$ cat src/hw/rtl/mtac_pkg.sv
`timescale 1ns / 1ps
`default_nettype none
// ----------------------------------------------------------------------------
// mtac_pkg
// Shared types and constants for the motion theft alarm controller.
// ----------------------------------------------------------------------------
package mtac_pkg;

  localparam int COUNT_BITS_DEF = 20;
  localparam int SUM_BITS       = 36;
  localparam int TIME_BITS      = 32;
  localparam int MAG_BITS       = 16;
  localparam int REG_BITS       = 16;
  localparam int CFG_IDX_BITS   = 2;

  localparam logic [REG_BITS-1:0] GRACE_RST  = 16'd3000;
  localparam logic [REG_BITS-1:0] WINDOW_RST = 16'd7000;
  localparam logic [REG_BITS-1:0] DELTA_RST  = 16'd1434;
  localparam logic [REG_BITS-1:0] BLINK_RST  = 16'd300;
  localparam logic [MAG_BITS-1:0] ONE_G      = 16'd4096;

  typedef enum logic [1:0] {
    OP_POLL   = 2'd0,
    OP_ARM    = 2'd1,
    OP_DISARM = 2'd2
  } op_t;

  typedef enum logic [1:0] {
    CAUSE_NONE   = 2'd0,
    CAUSE_WHEEL  = 2'd1,
    CAUSE_MOTION = 2'd2
  } cause_t;

  typedef enum logic [CFG_IDX_BITS-1:0] {
    CFG_GRACE  = 2'd0,
    CFG_WINDOW = 2'd1,
    CFG_DELTA  = 2'd2,
    CFG_BLINK  = 2'd3
  } cfg_idx_t;

  typedef enum logic [1:0] {
    ST_IDLE = 2'd0,
    ST_EVAL = 2'd1,
    ST_DIV  = 2'd2
  } state_t;

  typedef struct packed {
    logic   is_armed;
    logic   is_triggered;
    cause_t trigger_cause;
    logic   light_update;
    logic   light_on;
    logic   buzzer_update;
    logic   buzzer_on;
    logic   lock_update;
    logic   lock_value;
  } result_t;

  typedef struct packed {
    logic div_start;
    logic commit_eval;
    logic commit_div;
  } seq_ctrl_t;

endpackage
`default_nettype wire

$ cat src/hw/rtl/mtac_if.sv
`timescale 1ns / 1ps
`default_nettype none
// ----------------------------------------------------------------------------
// mtac channel interfaces
// Valid/ready channels for request items and result items.
// ----------------------------------------------------------------------------
interface mtac_in_if;
  logic                             valid;
  logic                             ready;
  logic [1:0]                       operation;
  logic [mtac_pkg::TIME_BITS-1:0]   now_ms;
  logic                             accel_ready;
  logic [mtac_pkg::MAG_BITS-1:0]    accel_magnitude;
  logic [mtac_pkg::TIME_BITS-1:0]   last_wheel_pulse_ms;

  modport source (output valid, operation, now_ms, accel_ready, accel_magnitude,
                  last_wheel_pulse_ms, input ready);
  modport sink   (input valid, operation, now_ms, accel_ready, accel_magnitude,
                  last_wheel_pulse_ms, output ready);
endinterface

interface mtac_out_if;
  logic       valid;
  logic       ready;
  logic       is_armed;
  logic       is_triggered;
  logic [1:0] trigger_cause;
  logic       light_update;
  logic       light_on;
  logic       buzzer_update;
  logic       buzzer_on;
  logic       lock_update;
  logic       lock_value;

  modport source (output valid, is_armed, is_triggered, trigger_cause, light_update,
                  light_on, buzzer_update, buzzer_on, lock_update, lock_value,
                  input ready);
  modport sink   (input valid, is_armed, is_triggered, trigger_cause, light_update,
                  light_on, buzzer_update, buzzer_on, lock_update, lock_value,
                  output ready);
endinterface
`default_nettype wire

$ cat src/hw/rtl/mtac_div.sv
`timescale 1ns / 1ps
`default_nettype none
// ----------------------------------------------------------------------------
// mtac_div
// Restoring divider, one quotient bit per cycle.
// ----------------------------------------------------------------------------
module mtac_div #(
  parameter int NUM_BITS = mtac_pkg::SUM_BITS,
  parameter int DEN_BITS = mtac_pkg::COUNT_BITS_DEF
) (
  input  wire logic                clk,
  input  wire logic                rst,
  input  wire logic                start,
  input  wire logic [NUM_BITS-1:0] dividend,
  input  wire logic [DEN_BITS-1:0] divisor,
  output logic                     busy,
  output logic [NUM_BITS-1:0]      quotient
);

  localparam int CNT_BITS = $clog2(NUM_BITS + 1);

  logic [DEN_BITS-1:0] den;
  logic [DEN_BITS-1:0] rem;
  logic [NUM_BITS-1:0] quo;
  logic [CNT_BITS-1:0] steps;

  logic [DEN_BITS:0]   rem_shift;
  logic                fits;
  logic [DEN_BITS:0]   rem_sub;

  always_comb begin
    rem_shift = {rem, quo[NUM_BITS-1]};
    fits      = rem_shift >= {1'b0, den};
    rem_sub   = rem_shift - {1'b0, den};
  end

  always_ff @(posedge clk) begin
    if (rst) begin
      steps <= '0;
    end else if (start) begin
      steps <= CNT_BITS'(NUM_BITS);
    end else if (steps != '0) begin
      steps <= steps - 1'b1;
    end
  end

  always_ff @(posedge clk) begin
    if (start) begin
      den <= divisor;
      rem <= '0;
      quo <= dividend;
    end else if (steps != '0) begin
      // remainder stays below the divisor, so the low bits are enough
      rem <= fits ? rem_sub[DEN_BITS-1:0] : rem_shift[DEN_BITS-1:0];
      quo <= {quo[NUM_BITS-2:0], fits};
    end
  end

  assign busy     = steps != '0;
  assign quotient = quo;

endmodule
`default_nettype wire

$ cat src/hw/rtl/motion_theft_alarm_controller.sv
`timescale 1ns / 1ps
`default_nettype none
// ----------------------------------------------------------------------------
// motion_theft_alarm_controller
// Arm/disarm/poll alarm with wheel and accelerometer window triggers.
// ----------------------------------------------------------------------------
// Usage: item_in carries arm, disarm or poll requests; result_out returns one
//   result transaction per request. The cfg port writes grace_ms, window_ms,
//   delta_threshold and blink_ms (index 0..3); the user must do so only while
//   the block is idle, which the block itself does not enforce.
// Sequence: a request is registered, the sequencer moves from ST_IDLE to
//   ST_EVAL, and the result enters the output register once ST_EVAL commits.
//   A poll that closes an averaging window runs the restoring divider, one
//   quotient bit per cycle over the 36-bit sum, and ST_DIV writes its result.
//   The block takes one request at a time; the next is accepted once the
//   current result sits in the output register.
// Stalls: while result_out is stalled the result is held; a following
//   request can be accepted but waits before evaluation until the register
//   frees up.
// Reset: rst (synchronous) disarms, clears the window, sets the previous
//   average to 1.0 g and loads the register defaults.
// ----------------------------------------------------------------------------
module motion_theft_alarm_controller #(
  parameter int COUNT_BITS = mtac_pkg::COUNT_BITS_DEF
) (
  input  wire logic                                clk,
  input  wire logic                                rst,
  mtac_in_if.sink                                  item_in,
  mtac_out_if.source                               result_out,
  input  wire logic                                cfg_we,
  input  wire logic [mtac_pkg::CFG_IDX_BITS-1:0]   cfg_index,
  input  wire logic [mtac_pkg::REG_BITS-1:0]       cfg_data
);

  localparam int SB = mtac_pkg::SUM_BITS;
  localparam int TB = mtac_pkg::TIME_BITS;
  localparam int MB = mtac_pkg::MAG_BITS;
  localparam int RB = mtac_pkg::REG_BITS;

  // configuration
  logic [RB-1:0] grace_ms, window_ms, delta_threshold, blink_ms;

  always_ff @(posedge clk) begin
    if (rst) begin
      grace_ms        <= mtac_pkg::GRACE_RST;
      window_ms       <= mtac_pkg::WINDOW_RST;
      delta_threshold <= mtac_pkg::DELTA_RST;
      blink_ms        <= mtac_pkg::BLINK_RST;
    end else if (cfg_we) begin
      case (mtac_pkg::cfg_idx_t'(cfg_index))
        mtac_pkg::CFG_GRACE:  grace_ms        <= cfg_data;
        mtac_pkg::CFG_WINDOW: window_ms       <= cfg_data;
        mtac_pkg::CFG_DELTA:  delta_threshold <= cfg_data;
        mtac_pkg::CFG_BLINK:  blink_ms        <= cfg_data;
        default: ;
      endcase
    end
  end

  // captured request
  logic          item_full;
  logic [1:0]    item_op;
  logic [TB-1:0] item_now;
  logic          item_rdy;
  logic [MB-1:0] item_mag;
  logic [TB-1:0] item_wheel;

  // alarm state
  logic                  armed_flag, triggered_flag, blink_level;
  logic [TB-1:0]         armed_time, window_start, last_blink_time, last_buzz_time;
  logic [SB-1:0]         sample_sum;
  logic [COUNT_BITS-1:0] sample_count;
  logic [MB-1:0]         previous_average;

  logic                  armed_flag_next, triggered_flag_next, blink_level_next;
  logic [TB-1:0]         armed_time_next, window_start_next;
  logic [TB-1:0]         last_blink_time_next, last_buzz_time_next;
  logic [SB-1:0]         sample_sum_next;
  logic [COUNT_BITS-1:0] sample_count_next;
  logic [MB-1:0]         previous_average_next;
  logic                  need_div;
  mtac_pkg::result_t     eval_res;

  // output register
  logic              out_valid;
  mtac_pkg::result_t out_res;
  logic              out_free;

  mtac_pkg::state_t  state, state_next;
  mtac_pkg::seq_ctrl_t ctrl;

  logic              div_busy;
  logic [SB-1:0]     div_quo;

  assign out_free     = !out_valid || result_out.ready;
  assign item_in.ready = !item_full;

  always_ff @(posedge clk) begin
    if (rst) begin
      item_full <= 1'b0;
    end else if (item_in.valid && item_in.ready) begin
      item_full <= 1'b1;
    end else if (ctrl.commit_eval && !need_div || ctrl.commit_div) begin
      item_full <= 1'b0;
    end
  end

  always_ff @(posedge clk) begin
    if (item_in.valid && item_in.ready) begin
      item_op    <= item_in.operation;
      item_now   <= item_in.now_ms;
      item_rdy   <= item_in.accel_ready;
      item_mag   <= item_in.accel_magnitude;
      item_wheel <= item_in.last_wheel_pulse_ms;
    end
  end

  // request evaluation
  logic [TB-1:0] since_arm, since_window, since_blink, since_buzz;
  logic [SB:0]   sum_add;

  always_comb begin
    since_arm    = item_now - armed_time;
    since_window = item_now - window_start;
    since_blink  = item_now - last_blink_time;
    since_buzz   = item_now - last_buzz_time;
    sum_add      = {1'b0, sample_sum} + (SB + 1)'(item_mag);

    armed_flag_next       = armed_flag;
    triggered_flag_next   = triggered_flag;
    blink_level_next      = blink_level;
    armed_time_next       = armed_time;
    window_start_next     = window_start;
    last_blink_time_next  = last_blink_time;
    last_buzz_time_next   = last_buzz_time;
    sample_sum_next       = sample_sum;
    sample_count_next     = sample_count;
    previous_average_next = previous_average;
    need_div              = 1'b0;
    eval_res              = '0;
    eval_res.trigger_cause = mtac_pkg::CAUSE_NONE;

    case (item_op)
      mtac_pkg::OP_ARM: begin
        armed_flag_next       = 1'b1;
        triggered_flag_next   = 1'b0;
        armed_time_next       = item_now;
        window_start_next     = item_now;
        sample_sum_next       = '0;
        sample_count_next     = '0;
        previous_average_next = item_rdy ? item_mag : mtac_pkg::ONE_G;
      end
      mtac_pkg::OP_DISARM: begin
        armed_flag_next        = 1'b0;
        triggered_flag_next    = 1'b0;
        eval_res.buzzer_update = 1'b1;
        eval_res.lock_update   = 1'b1;
      end
      mtac_pkg::OP_POLL: begin
        if (armed_flag) begin
          if (triggered_flag) begin
            if (since_blink >= TB'(blink_ms)) begin
              last_blink_time_next  = item_now;
              blink_level_next      = !blink_level;
              eval_res.light_update = 1'b1;
              eval_res.light_on     = !blink_level;
            end
            if (since_buzz >= TB'(blink_ms)) begin
              last_buzz_time_next    = item_now;
              eval_res.buzzer_update = 1'b1;
              eval_res.buzzer_on     = (since_blink >= TB'(blink_ms)) ? !blink_level
                                                                      : blink_level;
            end
          end else if (since_arm >= TB'(grace_ms)) begin
            if (item_wheel != '0 && item_wheel > armed_time) begin
              triggered_flag_next    = 1'b1;
              eval_res.trigger_cause = mtac_pkg::CAUSE_WHEEL;
              eval_res.lock_update   = 1'b1;
              eval_res.lock_value    = 1'b1;
            end else if (item_rdy) begin
              sample_sum_next   = sum_add[SB] ? '1 : sum_add[SB-1:0];
              sample_count_next = (sample_count == '1) ? sample_count
                                                       : sample_count + 1'b1;
              need_div          = since_window >= TB'(window_ms);
            end
          end
        end
      end
      default: ;
    endcase

    eval_res.is_armed     = armed_flag_next;
    eval_res.is_triggered = triggered_flag_next;
  end

  // window close after division
  logic [MB-1:0]     avg_sat;
  logic [MB-1:0]     avg_delta;
  logic              motion_hit;
  mtac_pkg::result_t div_res;

  always_comb begin
    avg_sat   = (|div_quo[SB-1:MB]) ? '1 : div_quo[MB-1:0];
    avg_delta = (avg_sat > previous_average) ? avg_sat - previous_average
                                             : previous_average - avg_sat;
    motion_hit = avg_delta > delta_threshold;
    div_res                = '0;
    div_res.is_armed       = 1'b1;
    div_res.is_triggered   = motion_hit;
    div_res.trigger_cause  = motion_hit ? mtac_pkg::CAUSE_MOTION : mtac_pkg::CAUSE_NONE;
    div_res.lock_update    = motion_hit;
    div_res.lock_value     = motion_hit;
  end

  mtac_div #(
    .NUM_BITS (SB),
    .DEN_BITS (COUNT_BITS)
  ) u_div (
    .clk      (clk),
    .rst      (rst),
    .start    (ctrl.div_start),
    .dividend (sample_sum_next),
    .divisor  (sample_count_next),
    .busy     (div_busy),
    .quotient (div_quo)
  );

  // sequencer
  always_ff @(posedge clk) begin
    if (rst) begin
      state <= mtac_pkg::ST_IDLE;
    end else begin
      state <= state_next;
    end
  end

  always_comb begin
    state_next = state;
    case (state)
      mtac_pkg::ST_IDLE: begin
        if (item_full) state_next = mtac_pkg::ST_EVAL;
      end
      mtac_pkg::ST_EVAL: begin
        if (out_free) state_next = need_div ? mtac_pkg::ST_DIV : mtac_pkg::ST_IDLE;
      end
      mtac_pkg::ST_DIV: begin
        if (!div_busy && out_free) state_next = mtac_pkg::ST_IDLE;
      end
      default: state_next = mtac_pkg::ST_IDLE;
    endcase
  end

  always_comb begin
    ctrl = '0;
    case (state)
      mtac_pkg::ST_EVAL: begin
        ctrl.commit_eval = out_free;
        ctrl.div_start   = out_free && need_div;
      end
      mtac_pkg::ST_DIV: begin
        ctrl.commit_div = !div_busy && out_free;
      end
      default: ;
    endcase
  end

  always_ff @(posedge clk) begin
    if (rst) begin
      armed_flag       <= 1'b0;
      triggered_flag   <= 1'b0;
      blink_level      <= 1'b0;
      armed_time       <= '0;
      window_start     <= '0;
      last_blink_time  <= '0;
      last_buzz_time   <= '0;
      sample_sum       <= '0;
      sample_count     <= '0;
      previous_average <= mtac_pkg::ONE_G;
    end else if (ctrl.commit_eval) begin
      armed_flag       <= armed_flag_next;
      triggered_flag   <= triggered_flag_next;
      blink_level      <= blink_level_next;
      armed_time       <= armed_time_next;
      window_start     <= window_start_next;
      last_blink_time  <= last_blink_time_next;
      last_buzz_time   <= last_buzz_time_next;
      sample_sum       <= sample_sum_next;
      sample_count     <= sample_count_next;
      previous_average <= previous_average_next;
    end else if (ctrl.commit_div) begin
      triggered_flag   <= motion_hit;
      previous_average <= avg_sat;
      sample_sum       <= '0;
      sample_count     <= '0;
      window_start     <= item_now;
    end
  end

  always_ff @(posedge clk) begin
    if (rst) begin
      out_valid <= 1'b0;
    end else if (ctrl.commit_eval && !need_div || ctrl.commit_div) begin
      out_valid <= 1'b1;
    end else if (result_out.ready) begin
      out_valid <= 1'b0;
    end
  end

  always_ff @(posedge clk) begin
    if (ctrl.commit_eval && !need_div) begin
      out_res <= eval_res;
    end else if (ctrl.commit_div) begin
      out_res <= div_res;
    end
  end

  assign result_out.valid         = out_valid;
  assign result_out.is_armed      = out_res.is_armed;
  assign result_out.is_triggered  = out_res.is_triggered;
  assign result_out.trigger_cause = out_res.trigger_cause;
  assign result_out.light_update  = out_res.light_update;
  assign result_out.light_on      = out_res.light_on;
  assign result_out.buzzer_update = out_res.buzzer_update;
  assign result_out.buzzer_on     = out_res.buzzer_on;
  assign result_out.lock_update   = out_res.lock_update;
  assign result_out.lock_value    = out_res.lock_value;

endmodule
`default_nettype wire

$ cat src/flat_wrapper.sv
// flat-port wrapper written by rule: the top's interface ports become plain ports
module motion_theft_alarm_controller_flat 
#(
  parameter int COUNT_BITS = mtac_pkg::COUNT_BITS_DEF
)
  (clk, rst, cfg_we, cfg_index, cfg_data, item_in_valid, item_in_operation, item_in_now_ms, item_in_accel_ready, item_in_accel_magnitude, item_in_last_wheel_pulse_ms, item_in_ready, result_out_valid, result_out_is_armed, result_out_is_triggered, result_out_trigger_cause, result_out_light_update, result_out_light_on, result_out_buzzer_update, result_out_buzzer_on, result_out_lock_update, result_out_lock_value, result_out_ready);
  mtac_in_if item_in_i ();
  mtac_out_if result_out_i ();
  input  wire logic clk;
  input  wire logic rst;
  input  wire logic cfg_we;
  input  wire logic [mtac_pkg::CFG_IDX_BITS-1:0] cfg_index;
  input  wire logic [mtac_pkg::REG_BITS-1:0] cfg_data;
  input wire logic [$bits(item_in_i.valid)-1:0] item_in_valid;
  input wire logic [$bits(item_in_i.operation)-1:0] item_in_operation;
  input wire logic [$bits(item_in_i.now_ms)-1:0] item_in_now_ms;
  input wire logic [$bits(item_in_i.accel_ready)-1:0] item_in_accel_ready;
  input wire logic [$bits(item_in_i.accel_magnitude)-1:0] item_in_accel_magnitude;
  input wire logic [$bits(item_in_i.last_wheel_pulse_ms)-1:0] item_in_last_wheel_pulse_ms;
  output wire logic [$bits(item_in_i.ready)-1:0] item_in_ready;
  output wire logic [$bits(result_out_i.valid)-1:0] result_out_valid;
  output wire logic [$bits(result_out_i.is_armed)-1:0] result_out_is_armed;
  output wire logic [$bits(result_out_i.is_triggered)-1:0] result_out_is_triggered;
  output wire logic [$bits(result_out_i.trigger_cause)-1:0] result_out_trigger_cause;
  output wire logic [$bits(result_out_i.light_update)-1:0] result_out_light_update;
  output wire logic [$bits(result_out_i.light_on)-1:0] result_out_light_on;
  output wire logic [$bits(result_out_i.buzzer_update)-1:0] result_out_buzzer_update;
  output wire logic [$bits(result_out_i.buzzer_on)-1:0] result_out_buzzer_on;
  output wire logic [$bits(result_out_i.lock_update)-1:0] result_out_lock_update;
  output wire logic [$bits(result_out_i.lock_value)-1:0] result_out_lock_value;
  input wire logic [$bits(result_out_i.ready)-1:0] result_out_ready;
  assign item_in_i.valid = item_in_valid;
  assign item_in_i.operation = item_in_operation;
  assign item_in_i.now_ms = item_in_now_ms;
  assign item_in_i.accel_ready = item_in_accel_ready;
  assign item_in_i.accel_magnitude = item_in_accel_magnitude;
  assign item_in_i.last_wheel_pulse_ms = item_in_last_wheel_pulse_ms;
  assign item_in_ready = item_in_i.ready;
  assign result_out_valid = result_out_i.valid;
  assign result_out_is_armed = result_out_i.is_armed;
  assign result_out_is_triggered = result_out_i.is_triggered;
  assign result_out_trigger_cause = result_out_i.trigger_cause;
  assign result_out_light_update = result_out_i.light_update;
  assign result_out_light_on = result_out_i.light_on;
  assign result_out_buzzer_update = result_out_i.buzzer_update;
  assign result_out_buzzer_on = result_out_i.buzzer_on;
  assign result_out_lock_update = result_out_i.lock_update;
  assign result_out_lock_value = result_out_i.lock_value;
  assign result_out_i.ready = result_out_ready;
  motion_theft_alarm_controller #(.COUNT_BITS(COUNT_BITS)) u_core (.clk(clk), .rst(rst), .item_in(item_in_i), .result_out(result_out_i), .cfg_we(cfg_we), .cfg_index(cfg_index), .cfg_data(cfg_data));
endmodule
$ cat config.mk
export PLATFORM = sky130hd
export DESIGN_NAME = motion_theft_alarm_controller_flat
export DESIGN_NICKNAME = d
export VERILOG_FILES = /design/src/hw/rtl/mtac_pkg.sv /design/src/hw/rtl/mtac_if.sv /design/src/hw/rtl/mtac_div.sv /design/src/hw/rtl/motion_theft_alarm_controller.sv /design/src/flat_wrapper.sv
export SDC_FILE = /design/constraint.sdc
export NUM_CORES = 1
export LEC_CHECK = 0
export BUFFER_PORTS_ARGS = -buffer_cell sky130_fd_sc_hd__buf_2
export CORE_MARGIN = 5
export CORE_UTILIZATION = 35
export CTS_BUF_LIST = sky130_fd_sc_hd__clkbuf_8
export DETAILED_ROUTE_END_ITERATION = 10
export SYNTH_ARGS = -nofsm -noshare
export SYNTH_HDL_FRONTEND = slang
export SYNTH_SLANG_ARGS = --single-unit
$ cat constraint.sdc
create_clock -name clk -period 16.1 [get_ports clk]
set_input_delay 1.61 -clock clk [delete_from_list [all_inputs] [get_ports clk]]
set_output_delay 1.61 -clock clk [all_outputs]
set_load 0.005 [all_outputs]
== Word-level counts from Yosys, hierarchy flattened ==
Index checks and enable logic that the tools add are counted.
Storage, ports and cells
  bits in registers: 446
Cells by class
  reduce and logical (&&, ||, !) cells: 35
  equality and inequality tests: 12
  mux-type cells: 76
  $lt $le $gt $ge: 8
  add/sub/neg operators: 10
Operators by type and width (number)
  2-to-1 mux 36 bit: 10
  2-to-1 mux 20 bit: 9
  >= comparator 32 x 16 -> 1 bit: 4
  subtractor 32 bit: 4
  2-to-1 mux 16 bit: 6
  2-to-1 mux 32 bit: 3
  one-hot mux 36 bit (2 select lines): 1
  one-hot mux 20 bit (2 select lines): 1
  adder 36 x 16 -> 37 bit: 1
  greater-than comparator 16 bit: 2
  greater-than comparator 32 bit: 1
  nonzero test 32 bit: 1
  subtractor 16 bit: 2
  2-to-1 mux 2 bit: 13
  >= comparator 21 x 20 -> 1 bit: 1
  2-to-1 mux 1 bit: 21
  adder 20 x 1 -> 20 bit (second input constant): 1
  equality test 20 bit (second input constant): 1
  2-to-1 mux 10 bit: 2
  OR reduction 20 bit: 1
  subtractor 20 bit: 1
  2-to-1 mux 6 bit: 2
  AND reduction 2 bit: 6
  AND reduction 5 bit: 2
  other kinds (18): 45

== Logic depth before layout (Yosys ltp) ==
  depth after elaboration: 14
  gate-level depth with buffers: 32
  mapped depth without buffers: 31

== Cells and area by module ==
Synthesis repeated with hierarchy kept, for this count alone.
Unflattened totals
  cells, all modules: 4065
  area total of the unflattened synthesis: 33295.7 um2
By module, submodules not included
  motion_theft_alarm_controller: area each 28526.1 um2, cells an instance 3624, instances 1, seq. area each 8217.9 um2
  mtac_div: area each 4769.6 um2, cells an instance 441, instances 1, seq. area each 2202.1 um2

== Worst setup path after synthesis ==
No wires, ideal clock.
  path type: register to register
  from: reg u_core.item_now[0]
  to: reg u_core.u_div.quo[0], in the netlist u_core.u_div.quotient[0] (enable)
  slack: 9.453 ns
  data arrival time: 6.142 ns
  cell stages (with the launch flop): 28
  setup time: 0.505 ns
  cell sequence: edfxtp_1 > inv_1 > ha_1 > inv_1 > fa_1 > a21o_1 > a221oi_1 > o21ai_1 > a21oi_1 > nor2b_1 > o21ai_0 > nand2b_1 > a21oi_1 > xnor2_1 > ha_1 > and4_1 > o21ai_0 > a2111oi_0 > or4_1 > a2111oi_0 > or4b_1 > nor4_1 > a211oi_2 > and4_1 > buf_6 > inv_1 > buf_2 > nand2_1
On the way
  longest elaborated chain between the ends: 11
  elaborated cells on any way between the ends: 13
Ends and longest elaborated chain
  start: declaration: line motion_theft_alarm_controller.sv:63  | logic [TB-1:0] item_now;
  start signal: assignment: line motion_theft_alarm_controller.sv:111  | item_now <= item_in.now_ms;
  subtractor 32 bit: line motion_theft_alarm_controller.sv:124  | since_window = item_now - window_start;
  >= comparator 32 x 16 -> 1 bit: line motion_theft_alarm_controller.sv:184  | need_div = since_window >= TB'(window_ms);
  2-to-1 mux 1 bit: line motion_theft_alarm_controller.sv:180  | end else if (item_rdy) begin
  2-to-1 mux 1 bit: line motion_theft_alarm_controller.sv:175  | if (item_wheel != '0 && item_wheel > armed_time) begin
  2-to-1 mux 1 bit (*): line motion_theft_alarm_controller.sv:174  | end else if (since_arm >= TB'(grace_ms)) begin
  2-to-1 mux 1 bit (*): line motion_theft_alarm_controller.sv:161  | if (triggered_flag) begin
  2-to-1 mux 1 bit (*): line motion_theft_alarm_controller.sv:160  | if (armed_flag) begin
  2-to-1 mux 1 bit (*): line motion_theft_alarm_controller.sv:143  | case (item_op)
  logical AND 1 bit (*): line motion_theft_alarm_controller.sv:258  | ctrl.div_start = out_free && need_div;
  2-to-1 mux 2 bit (*): line motion_theft_alarm_controller.sv:255  | case (state)
  nonzero test 2 bit (no source line) (*)
  end signal: assignment: line mtac_div.sv:51  | quo <= dividend;
  end signal: assignment: line mtac_div.sv:55  | quo <= {quo[NUM_BITS-2:0], fits};
  end: declaration: line mtac_div.sv:24  | logic [NUM_BITS-1:0] quo;
Every way passes the cells marked *; elsewhere a longest branch is shown, timed or not.
A chain may end at the register's enable or synchronous reset.

== Final worst setup path ==
  from: reg u_core.item_now[0]
  to: reg u_core.u_div.quo[2], in the netlist u_core.u_div.quotient[2], data pin
On the way
  longest elaborated chain between the ends: 11
  elaborated cells on any way between the ends: 17
Ends and longest elaborated chain
  subtractor 32 bit: line motion_theft_alarm_controller.sv:124
  >= comparator 32 x 16 -> 1 bit: line motion_theft_alarm_controller.sv:184
  2-to-1 mux 1 bit: line motion_theft_alarm_controller.sv:180
  2-to-1 mux 1 bit: line motion_theft_alarm_controller.sv:175
  2-to-1 mux 1 bit: line motion_theft_alarm_controller.sv:174
  2-to-1 mux 1 bit: line motion_theft_alarm_controller.sv:161
  2-to-1 mux 1 bit: line motion_theft_alarm_controller.sv:160
  2-to-1 mux 1 bit: line motion_theft_alarm_controller.sv:143
  logical AND 1 bit: line motion_theft_alarm_controller.sv:258
  2-to-1 mux 2 bit: line motion_theft_alarm_controller.sv:255
  2-to-1 mux 36 bit (*): line mtac_div.sv:48  | if (start) begin
Marked as above.

==> results.py <==
metrics = {
    "run_status": {
        "status": "finished clean",
    },
    "global_route": {
        "grt_usage": 0.187,
        "antenna_found_initial": 4,
        "grt_pass1_wl_mm": 143,
        "grt_max_degree": 84,
        "grt_pass1_vias": 26004,
        "grt_overflow": 0,
    },
    "pwr": {
        "leakage_uw": 0.0137,
        "vdd_drop_max_mv": 0.0732,
        "pwr-share-clk": 0.332,
        "p_int_uw": 2280,
        "power_density_nw_per_um2": 98.8,
        "pwr-share-seq": 0.411,
        "p_sw_uw": 1130,
        "p_comb_frac": 0.256,
        "power.share.switching": 0.330,
    },
    "finish": {
        "fin_area_um2": 34500,
        "drive_gt1_frac": 0.0906,
        "final_nets": 4239,
        "final_cell_mix": "nand2_1 (470), inv_1 (350), ha_1 (309), a21oi_1 (300), nor2_1 (299)",
        "fillers": 9113,
        "areaGrowthSynthToFinish_pct": 11.4,
        "final_common_cell": "nand2_1",
    },
    "clock_network": {
        "cts-htree-levels": 3,
        "numCtsBuffers": 80,
        "clk_latency_ns": 0.68,
        "cts.sinks": 446,
        "cts_hold_buf": 0,
        "clock_path_buffers": 3,
        "postCtsSetupRepairBufs": 0,
        "cts_tree": "built",
        "root_buffer": "clkbuf_8",
        "path_clk_slew_ns": 0.06,
        "ctsResizeCount": 0,
    },
    "route": {
        "wl_met3_mm": 4.88,
        "drtIter0Drc": 1945,
        "routed.top_layer": "met4",
        "ant_nets": 0,
        "dr.pass1.iters": 5,
        "wl_met2_mm": 41.2,
        "drc_errors": 0,
        "drt-met1-wl_mm": 41.5,
        "finalWirelength_mm": 90.9,
        "vias_per_cell": 5.37,
        "vias": 27132,
        "wire_per_inst_um": 18.0,
    },
    "hold_path": {
        "holdCritPathClass": "reg -> reg",
    },
    "floorplan": {
        "start_util": 0.352,
        "io_pins": 118,
        "core_area_um2": 88100,
        "die_y_um": 307,
        "die_w_um": 307,
        "dieArea_um2": 94500,
        "num_rows": 109,
    },
    "worst_setup_path": {
        "start_kind": "flop",
        "r2r_cells": 26,
        "r2r_start": "u_core.item_now[0]",
        "r2r-end": "u_core.u_div.quotient[2]",
        "cp.arrival_ns": 8.44,
        "crit_required_ns": 16.49,
        "setup.worst_path.end": "u_core.u_div.quotient[2]",
        "critPathKind": "reg -> reg",
        "path_max_fanout": 59,
        "crit_start": "u_core.item_now[0]",
        "r2r_setup_slack_ns": 8.05,
        "cp-end-kind": "flop",
    },
    "synthesis": {
        "avgSynthCellArea_um2": 8.30,
        "syn_nets": 4153,
        "synth_cell_types": 89,
        "syn-cell-area_um2": 31000,
        "synth-edff-count": 149,
        "seq_area_frac_synth": 0.336,
        "synth_warnings": 0,
        "synth_top_area_share": 0.192,
        "ys_top_cells_by_area": "dfxtp_1 (19%), edfxtp_1 (14%), ha_1 (12%), nand2_1 (5.7%), a21oi_1 (4.9%)",
        "yosys.area.top_type": "dfxtp_1",
        "synth_seq_cells": 446,
        "async_flop_share": 0,
        "synth_cells": 3730,
        "synthFlopType": "dfxtp_1",
    },
    "sta": {
        "maxSlewHeadroom": 0.203,
        "fin_skew_ns": 0.0403,
        "setup_violations": 0,
        "setup_tns_ns": 0,
        "timing.fmax_mhz": 124,
        "finalCriticalPeriod_ns": 8.05,
        "slew_viol_final": 0,
        "worst_pin_slew_ns": 1.19,
        "hold_viol_final": 0,
        "rsz0062_at_grt": "no",
        "final.period_utilization": 0.500,
    },
    "place": {
        "dpl.hpwl_mm": 67.1,
        "place_congestion": 0.931,
        "portBuffers": 117,
        "placed_cell_area_um2": 32800,
    },
    "flow_run": {
        "maxCapViolCount": 0,
    },
}
## how the worst min path moves through the flow
| stage | from | end | slack (ns) | depth (start not counted) |
|---|---|---|---|---|
| 2_1_floorplan | u_core.window_start[10] | u_core.window_start[10] | 0.43 | 2 |
| 3_3_place_gp | u_core.window_start[22] | u_core.window_start[22] | 0.44 | 2 |
| 3_5_place_dp | u_core.window_start[30] | u_core.window_start[30] | 0.44 | 2 |
| 4_1_cts | u_core.window_start[30] | u_core.window_start[30] | 0.45 | 2 |
| 5_1_grt | u_core.blink_ms[6] | u_core.blink_ms[6] | 0.47 | 2 |
| 6_report | u_core.window_start[30] | u_core.window_start[30] | 0.45 | 2 |
## per-stage QoR
stage	instances	setup WS [ns]	total power, uW	hold slack (ns)	utilization
after floorplan	3730	9.45	2040	0.432	-
after global placement	4899	8.26	2280	0.439	0.372
after detailed placement	4899	8.17	2290	0.445	0.372
after CTS	5049	8.07	3440	0.452	0.391
after global routing	5050	7.35	3620	0.466	0.391
final	5050	8.05	3410	0.448	0.391
## Yosys cell counts, types with 51 or more instances
library cell	instances
a211oi_1	60
nand4_1	51
nor3_1	73
nor2_1	301
a21oi_1	301
mux2i_1	101
a21o_1	99
inv_1	325
dfxtp_1	297
clkbuf_1	140
edfxtp_1	149
nand2b_1	57
o21ai_0	165
nand3_1	79
xnor2_1	82
nand2_1	471
ha_1	309
## area by class of cell
type	count	area, um^2	share of cell area
repair buffers	164	945	0.0274
multi-input cells	2799	18800	0.544
well taps	1165	1460	0.0423
clock buffers	91	1250	0.0363
flip-flops and latches	446	10400	0.302
clock inverters	59	433	0.0126
inverters	325	1220	0.0354
diodes	1	2.50	0.0000726
## power groups by stage
stage / Sequential, uW / Combinational, uW / Clock [uW]
finish: 1400 / 873 / 1130
global route: 1410 / 984 / 1220
CTS: 1400 / 873 / 1170
detailed placement: 1430 / 869 / 0
global placement: 1420 / 860 / 0
floorplan: 1390 / 644 / 0
## cell families after synthesis
group	share of synthesized area
and+or+nand+nor	0.187
DFF	0.336
xor gates and xnor gates	0.0345
AOI/OAI and AO/OA	0.211
buffers and inverters	0.0604
muxes	0.0408
adders and majority gates	0.130
## critical path, cell delays in order (launching register included)
cell and delay (ns):
edfxtp_1 0.46, inv_1 0.17, ha_1 0.20, inv_1 0.06, fa_1 0.39, a21o_1 0.22, a221oi_1 0.52, o21ai_1 0.27
a21oi_1 0.19, nor2b_1 0.07, o21ai_0 0.16, nand2b_1 0.08, a21oi_1 0.17, xnor2_1 0.14, ha_1 0.25, and4_1 0.15
o21ai_0 0.16, a2111oi_0 0.17, or4_1 0.57, a2111oi_0 0.37, or4b_1 0.48, nor4_1 0.78, a211oi_4 0.11, buf_4 0.34
and4_4 0.41, buf_4 0.41, mux2_4 0.37
## state kept, by name, indices dropped and copies added (netlist names), 2 cells and up
signal,cells
u_core.item_wheel,32
u_core.delta_threshold,16
u_core.u_div.rem,20
u_core.u_div.steps,6
u_core.sample_sum,36
u_core.grace_ms,16
u_core.item_now,32
u_core.sample_count,20
u_core.last_buzz_time,32
u_core.previous_average,16
u_core.last_blink_time,32
u_core.state,2
u_core.window_ms,16
u_core.armed_time,32
u_core.u_div.quotient,36
u_core.blink_ms,16
u_core.item_mag,16
u_core.item_op,2
u_core.window_start,32
u_core.result_out.trigger_cause,2
u_core.u_div.den,20
## metal layers
layer	GRT usage	vias to the layer above
li1	-	13562
met1	0.251	12723
met2	0.305	692
met3	0.0276	155
met4	0.0702	0
met5	0	-
Power figures use the tool's default switching activity.
